### src/hw/rtl/dtdf_pkg.sv
package dtdf_pkg;

  localparam int unsigned DBL_EXP_W   = 11;
  localparam int unsigned DBL_FRAC_W  = 52;
  localparam logic [DBL_EXP_W-1:0] DBL_EXP_SPECIAL = 11'h7FF;
  localparam logic [DBL_EXP_W-1:0] DBL_EXP_DENORM  = 11'h000;
  localparam int signed   DBL_BIAS    = 1023;
  localparam int unsigned EXP_W       = 13;   // signed unbiased exponent width
  localparam int unsigned WORD_W      = 32;
  localparam int unsigned EXP_FIELD_W = 8;

  typedef logic signed [EXP_W-1:0] exp_t;

endpackage

### src/hw/rtl/double_to_dsp_float_core.sv
// Data path: an accepted input is held in the input register, then its result in the result register.
// Throughput: one transaction per cycle; one more transaction waits in the input register
// while a result is stalled, then the input stalls.
// Reset: synchronous active-low rst_n clears both valid flags; payload registers are not reset.
// Subnormals always underflow to 0, so no normalizing shift is needed.
module double_to_dsp_float_core
  import dtdf_pkg::*;
#(
  parameter int MANT_BITS = 23,
  parameter int EXP_BIAS  = 128,
  parameter int EXP_MAX   = 255
) (
  input  logic                 clk,
  input  logic                 rst_n,
  input  logic                 in_valid,
  output logic                 in_stall,
  input  logic [63:0]          in_double_bits,
  output logic                 out_valid,
  input  logic                 out_stall,
  output logic [WORD_W-1:0]    out_dsp_word
);

  localparam int RND_IDX = DBL_FRAC_W - 1 - MANT_BITS;
  localparam exp_t E_MIN = exp_t'(-(EXP_BIAS - 1));
  localparam exp_t E_TOP = exp_t'(EXP_MAX - EXP_BIAS);
  localparam logic [EXP_FIELD_W-1:0] EXP_MASK = EXP_FIELD_W'(EXP_MAX);

  logic              in_v_r;
  logic [63:0]       dbl_r;
  logic              out_v_r;
  logic [WORD_W-1:0] word_r;
  logic [WORD_W-1:0] word_nxt;
  logic              adv;

  assign adv      = !out_v_r || !out_stall;
  assign in_stall = in_v_r && !adv;
  assign out_valid    = out_v_r;
  assign out_dsp_word = word_r;

  always_ff @(posedge clk) begin
    if (!rst_n) begin
      in_v_r  <= 1'b0;
      out_v_r <= 1'b0;
    end else begin
      if (!in_stall) in_v_r <= in_valid;
      if (adv) out_v_r <= in_v_r;
    end
  end

  always_ff @(posedge clk) begin
    if (!in_stall && in_valid) dbl_r <= in_double_bits;
    if (adv) word_r <= word_nxt;
  end

  logic                  sgn;
  logic [DBL_EXP_W-1:0]  ef;
  logic [DBL_FRAC_W-1:0] fr;
  logic [MANT_BITS+1:0]  rsum;
  logic                  carry;
  logic                  is_pow;
  logic [MANT_BITS-1:0]  mant;
  logic [MANT_BITS+1:0]  rneg;
  exp_t                  e0;
  exp_t                  e;
  logic [EXP_FIELD_W-1:0] efield;
  logic [MANT_BITS-1:0]  ovf_mant;

  always_comb begin
    sgn  = dbl_r[63];
    ef   = dbl_r[62:52];
    fr   = dbl_r[51:0];
    rsum = {1'b0, 1'b1, fr[DBL_FRAC_W-1 -: MANT_BITS]} + (MANT_BITS+2)'(fr[RND_IDX]);
    carry  = rsum[MANT_BITS+1];
    is_pow = carry || (rsum[MANT_BITS-1:0] == '0);
    rneg   = ~rsum + 1'b1;
    e0 = exp_t'({2'b00, ef}) - exp_t'(DBL_BIAS) + exp_t'(carry);
    if (sgn) begin
      mant = is_pow ? '0 : rneg[MANT_BITS-1:0];
      e    = is_pow ? e0 - exp_t'(1) : e0;
    end else begin
      mant = carry ? '0 : rsum[MANT_BITS-1:0];
      e    = e0;
    end
    efield   = EXP_FIELD_W'(e + exp_t'(EXP_BIAS)) & EXP_MASK;
    ovf_mant = sgn ? '0 : '1;
    word_nxt = '0;
    if (ef == DBL_EXP_SPECIAL) begin
      // infinity keeps its sign; NaN is positive overflow
      word_nxt[WORD_W-1] = (fr == '0) ? sgn : 1'b0;
      word_nxt[8 +: MANT_BITS] = word_nxt[WORD_W-1] ? '0 : '1;
      word_nxt[EXP_FIELD_W-1:0] = EXP_MASK;
    end else if (ef == DBL_EXP_DENORM || e < E_MIN) begin
      word_nxt = '0;
    end else if (e > E_TOP) begin
      word_nxt[WORD_W-1] = sgn;
      word_nxt[8 +: MANT_BITS] = ovf_mant;
      word_nxt[EXP_FIELD_W-1:0] = EXP_MASK;
    end else begin
      word_nxt[WORD_W-1] = sgn;
      word_nxt[8 +: MANT_BITS] = mant;
      word_nxt[EXP_FIELD_W-1:0] = efield;
    end
  end

  a_stall_cause: assert property (@(posedge clk) disable iff (!rst_n)
    in_stall |-> (out_valid && out_stall))
    else $error("input stalled without a stalled result");

  a_advance: assert property (@(posedge clk) disable iff (!rst_n)
    (in_v_r && adv) |=> out_valid)
    else $error("transaction lost between stages");

  a_hold: assert property (@(posedge clk) disable iff (!rst_n)
    (out_valid && out_stall) |=> out_valid)
    else $error("stalled result dropped");

  a_reset: assert property (@(posedge clk) !rst_n |=> !out_valid)
    else $error("result valid after reset");

endmodule

### config.mk
export PLATFORM = sky130hd
export DESIGN_NAME = double_to_dsp_float_core
export DESIGN_NICKNAME = d
export VERILOG_FILES = /design/src/hw/rtl/dtdf_pkg.sv /design/src/hw/rtl/double_to_dsp_float_core.sv
export SDC_FILE = /design/constraint.sdc
export NUM_CORES = 1
export LEC_CHECK = 0
export ABC_AREA = 0
export BUFFER_PORTS_ARGS = -buffer_cell sky130_fd_sc_hd__buf_2
export CAP_MARGIN = 20
export CORE_AREA = 3 3 106 108
export CTS_BUF_LIST = sky130_fd_sc_hd__clkbuf_8 sky130_fd_sc_hd__clkbuf_16
export DETAILED_ROUTE_END_ITERATION = 10
export DIE_AREA = 0 0 109 111
export PLACE_DENSITY_LB_ADDON = 0.12
export SKIP_LAST_GASP = 1
export SLEW_MARGIN = 5
export SYNTH_ARGS = -nofsm -noshare
export SYNTH_HDL_FRONTEND = slang
export SYNTH_SLANG_ARGS = --single-unit
### constraint.sdc
create_clock -name clk -period 8.8 [get_ports clk]
set_input_delay 0.88 -clock clk [delete_from_list [all_inputs] [get_ports clk]]
set_output_delay 0.88 -clock clk [all_outputs]
set_load 0.03 [all_outputs]
==> key figures <==
Synthesis
  • Post-synth net total: about 700
  • FF+latch count, synth: 98
  • Warnings, synthesis: 0
  • Yosys cell types: 92
  • Synth async-reset ratio: 0%
  • Adder-Cell Fraction of Synth Area: between 1.5 and 2%
  • Post-Syn Instances: between 600 and 700
  • Simple-Gate Fraction of Synth Area: 21.6%
  • Avg Inst Size Synth: between 10 and 15 um^2
  • EDFF count, synth: 96
  • Main synth FF type: edfxtp_1
  • Area share of xor/xnor cells in the synthesized design: roughly 7.4%
  • Multiplexer fraction of the synthesized cell area: 0.683%
  • Sequential share of the synthesized area: 45.6%
  • Largest family of logic cells by synthesized area: simple AND/OR/NAND/NOR gates
  • Post-synthesis compound-gate area fraction: a little under a fifth
  • Post-Syn Area: 6410 um^2

Route
  • Routed vias/inst: 6.45
  • Post-Route WL: 15000 um
  • Drt wl/cell: 17.9 um
  • Detailed-route via count: 5402
  • Metal-1 WL: 6510 um
  • DR top layer: met5
  • First-pass DRT Iterations: 6
  • Wire length on met2: roughly 6800 um
  • Final ANT Viol Nets: 0
  • DRC: 0
  • WL met3: 1370 um
  • First-iteration detailed-routing DRC count: 481

Timing
  • Max Clock Freq: 143 MHz
  • Fin crit share: 79.4%
  • Slew HR: 36.8%
  • Worst Max-Slew Pin Slew: roughly 950 ps
  • Setup violations, final: 0
  • Pins Over Slew Limit: 0
  • RSZ-0062 raised after global routing: no
  • Setup TNS Final: 0 ps
  • Post-route setup slack: 1810 ps
  • Clock Skew: between 15 and 20 ps
  • Final count of hold timing violations: 0
  • Worst hold slack: ~500 ps
  • Min Tclk post-route: approximately 7000 ps

Placement
  • IO buf count: 101
  • Hpwl dp: approximately 11000 um
  • DP Area: slightly below 7000 um^2
  • Gpl congestion: approximately 0.94
  • Pre-CTS WS: between 1500 and 2000 ps

Clocking
  • # resized after CTS: 0
  • Clock-pin slew on the worst setup and hold paths: 100 ps
  • H-tree depth: 3
  • Post-CTS Setup Inserts: 0
  • Worst-Skew Late Latency: roughly 380 ps
  • CTS sink cnt: 98
  • CTS buffer count: 9
  • Hold_buf cts: 0
  • Root buf cell: clkbuf_8
  • TritonCTS clock tree: done
  • Clock Path Buffers: 2

Worst setup path
  • Top cell family by delay on the critical path: simple AND/OR/NAND/NOR gates
  • CP max stage delay: between 700 and 800 ps
  • Crit path cell chain: ha_1 -> ha_1 -> nand3_2 -> or4_4 -> nor2_8 -> nand2_2 -> inv_1 -> ha_1 -> and2_0 -> and4_1 -> a31oi_1 -> xnor2_1 -> nor4b_4 -> nand2_1 -> o2bb2ai_1 -> a21o_1 -> nor2_1 -> o31ai_1
  • Crit path kind: flip-flop to flip-flop
  • Worst reg-to-reg path cell count: 18
  • RR Endpoint: out_dsp_word[26]$_DFFE_PP_
  • CP Data Required Time: 8980 ps
  • CP dominant cell by count: ha_1
  • Critical Path Start: dbl_r[28]$_DFFE_PP_
  • Crit path DAT: 7160 ps
  • CP Capture Type: flip-flop
  • CP Launch Type: flip-flop
  • Slowest CP cell: o2bb2ai_1
  • Buffers and inverters on the worst path: 1
  • CP Max Fanout: 22
  • R2R setup slack: 1810 ps
  • Reg2reg start: dbl_r[28]$_DFFE_PP_
  • Worst path depth: 18
  • Worst setup path end: out_dsp_word[26]$_DFFE_PP_

Die
  • Die area: approximately 12000 um^2
  • IO Count: 102
  • Starting Density: 62.1%
  • Die height: 111 um
  • Die width: 109 um
  • Rows: 37
  • Core area: about 10000 um^2

Hold path
  • HP Class: flip-flop to flip-flop

Finish
  • # diodes: 0
  • Number of fillers in the final layout: about 790
  • Area growth, synth to finish: 11.1%
  • Final Instance Area: 7120 um^2
  • Final net count: 774
  • Layout cell share with drive strength beyond 1: 22.9%

Global routing
  • Largest net degree at the start of global routing: 65
  • First-pass GRT wire length: around 25000 um
  • Initial antenna violation count: 1
  • Vias in the first global route: 4998
  • GRT Overall Usage: roughly a quarter
  • Grt ovf: 0

Power
  • Net switching power figure: 0.315 mW
  • Tot Pwr: 1.04 mW
  • Peak VDD IR: 0.000124 V
  • Comb pwr share: 17.7%
  • Clock group share of total power: 26.6%
  • Leak: roughly 2.6 nW
  • PD cells: 146 nW/um^2
  • Int Pwr: ~0.73 mW
  • Share of power burned in registers: approximately 56%
  • Sw Ratio: 30.3%

Status
  • Outcome: complete, no violations

Flow run
  • Maxcap violations: 0
-- kinds of logic after synthesis --
group	after synthesis
XOR/XNOR	54
buffers and inverters	57
AND/OR/NAND/NOR	236
multiplexers	4
adder cells (fa/ha/maj)	10
flip-flops	98
AO/OA/AOI/OAI	163
-- per-stage QoR --
| step | cells | util [%] |
|---|---|---|
| 2_1_floorplan | 622 | - |
| 3_3_place_gp | 820 | 67.1 |
| 3_5_place_dp | 821 | 67.1 |
| 4_1_cts | 837 | 68.9 |
| 5_1_grt | 838 | 69.0 |
| 6_report | 838 | 69.0 |
-- flip-flops by register name, indices dropped and copies added, names as in the netlist --
register / flops
in_v_r: 1
out_valid: 1
dbl_r: 64
out_dsp_word: 32
-- routing by layer --
layer  vias up  global-route usage [%]
li1       2585                       -
met1      2505                    36.2
met2       278                    38.6
met3        32                    5.94
met4         2                    7.07
met5         -                       0
-- worst min-delay path: stages (launching register included) --
cell and delay (ps):
dfxtp_1 340, a21oi_1 40, nor2b_1 90
-- area by class of cell --
type / instances / area (um^2) / area share [%]
Clock buffer: 9 / 124 / 1.74
Inverter: 14 / 52.6 / 0.738
Multi-Input combinational cell: 467 / 3240 / 45.5
Tap cell: 136 / 170 / 2.39
Sequential cell: 98 / 2920 / 41.0
Clock inverter: 7 / 61.3 / 0.861
Timing Repair Buffer: 107 / 551 / 7.73
-- synthesized netlist by cell type, types with 9 or more instances --
cell	count	area share (%)
edfxtp_1	96	45
nand4_1	27	2.6
o21ai_1	15	1.2
nand3_1	36	2.8
nor4_1	21	2.0
xnor2_1	32	4.4
ha_1	9	1.8
a21oi_1	34	2.7
inv_1	13	0.76
o21ai_0	12	0.94
nor2_1	31	1.8
xor2_1	22	3.0
nand2_1	38	2.2
buf_2	13	1.0
o31ai_1	11	1.3
and4_1	9	1.2
clkbuf_1	23	1.3
a31oi_1	18	1.8
nor3_1	16	1.2
-- cell usage in the layout (no fill, tap or decap), drive strengths merged, types with 3 or more instances in the layout --
| cell | count |
|---|---|
| a211oi | 6 |
| a21boi | 3 |
| a21o | 6 |
| a21oi | 34 |
| a221oi | 4 |
| a22oi | 3 |
| a311oi | 4 |
| a31o | 3 |
| a31oi | 18 |
| a32oi | 6 |
| a41oi | 3 |
| and2 | 7 |
| and3 | 7 |
| and4 | 9 |
| buf | 106 |
| clkbuf | 10 |
| clkinv | 4 |
| edfxtp | 96 |
| ha | 9 |
| inv | 16 |
| mux2 | 3 |
| nand2 | 40 |
| nand2b | 4 |
| nand3 | 38 |
| nand4 | 28 |
| nor2 | 33 |
| nor2b | 5 |
| nor3 | 18 |
| nor4 | 21 |
| nor4b | 4 |
| o211a | 4 |
| o211ai | 5 |
| o21ai | 29 |
| o31ai | 13 |
| or2 | 4 |
| or3 | 4 |
| or4 | 3 |
| xnor2 | 32 |
| xor2 | 22 |
-- worst min path at each step --
stage | from | endpoint | slack (ps) | cells after the start
after floorplan | in_v_r$_SDFFE_PN0N_ | out_valid$_SDFFE_PN0P_ | 450 | 2
after global placement | in_v_r$_SDFFE_PN0N_ | out_valid$_SDFFE_PN0P_ | 470 | 2
after detailed placement | in_v_r$_SDFFE_PN0N_ | out_valid$_SDFFE_PN0P_ | 480 | 2
after CTS | in_v_r$_SDFFE_PN0N_ | out_valid$_SDFFE_PN0P_ | 500 | 2
after global routing | in_v_r$_SDFFE_PN0N_ | out_valid$_SDFFE_PN0P_ | 550 | 2
final | in_v_r$_SDFFE_PN0N_ | out_valid$_SDFFE_PN0P_ | 500 | 2
-- power groups by stage --
stage	logic [mW]	registers [mW]	clock network [mW]
2_1_floorplan	0.107	0.609	0
6_report	0.184	0.579	0.277
3_3_place_gp	0.179	0.587	0
4_1_cts	0.182	0.578	0.283
5_1_grt	0.201	0.584	0.305
3_5_place_dp	0.182	0.589	0
(Power assumes the default switching activity.)
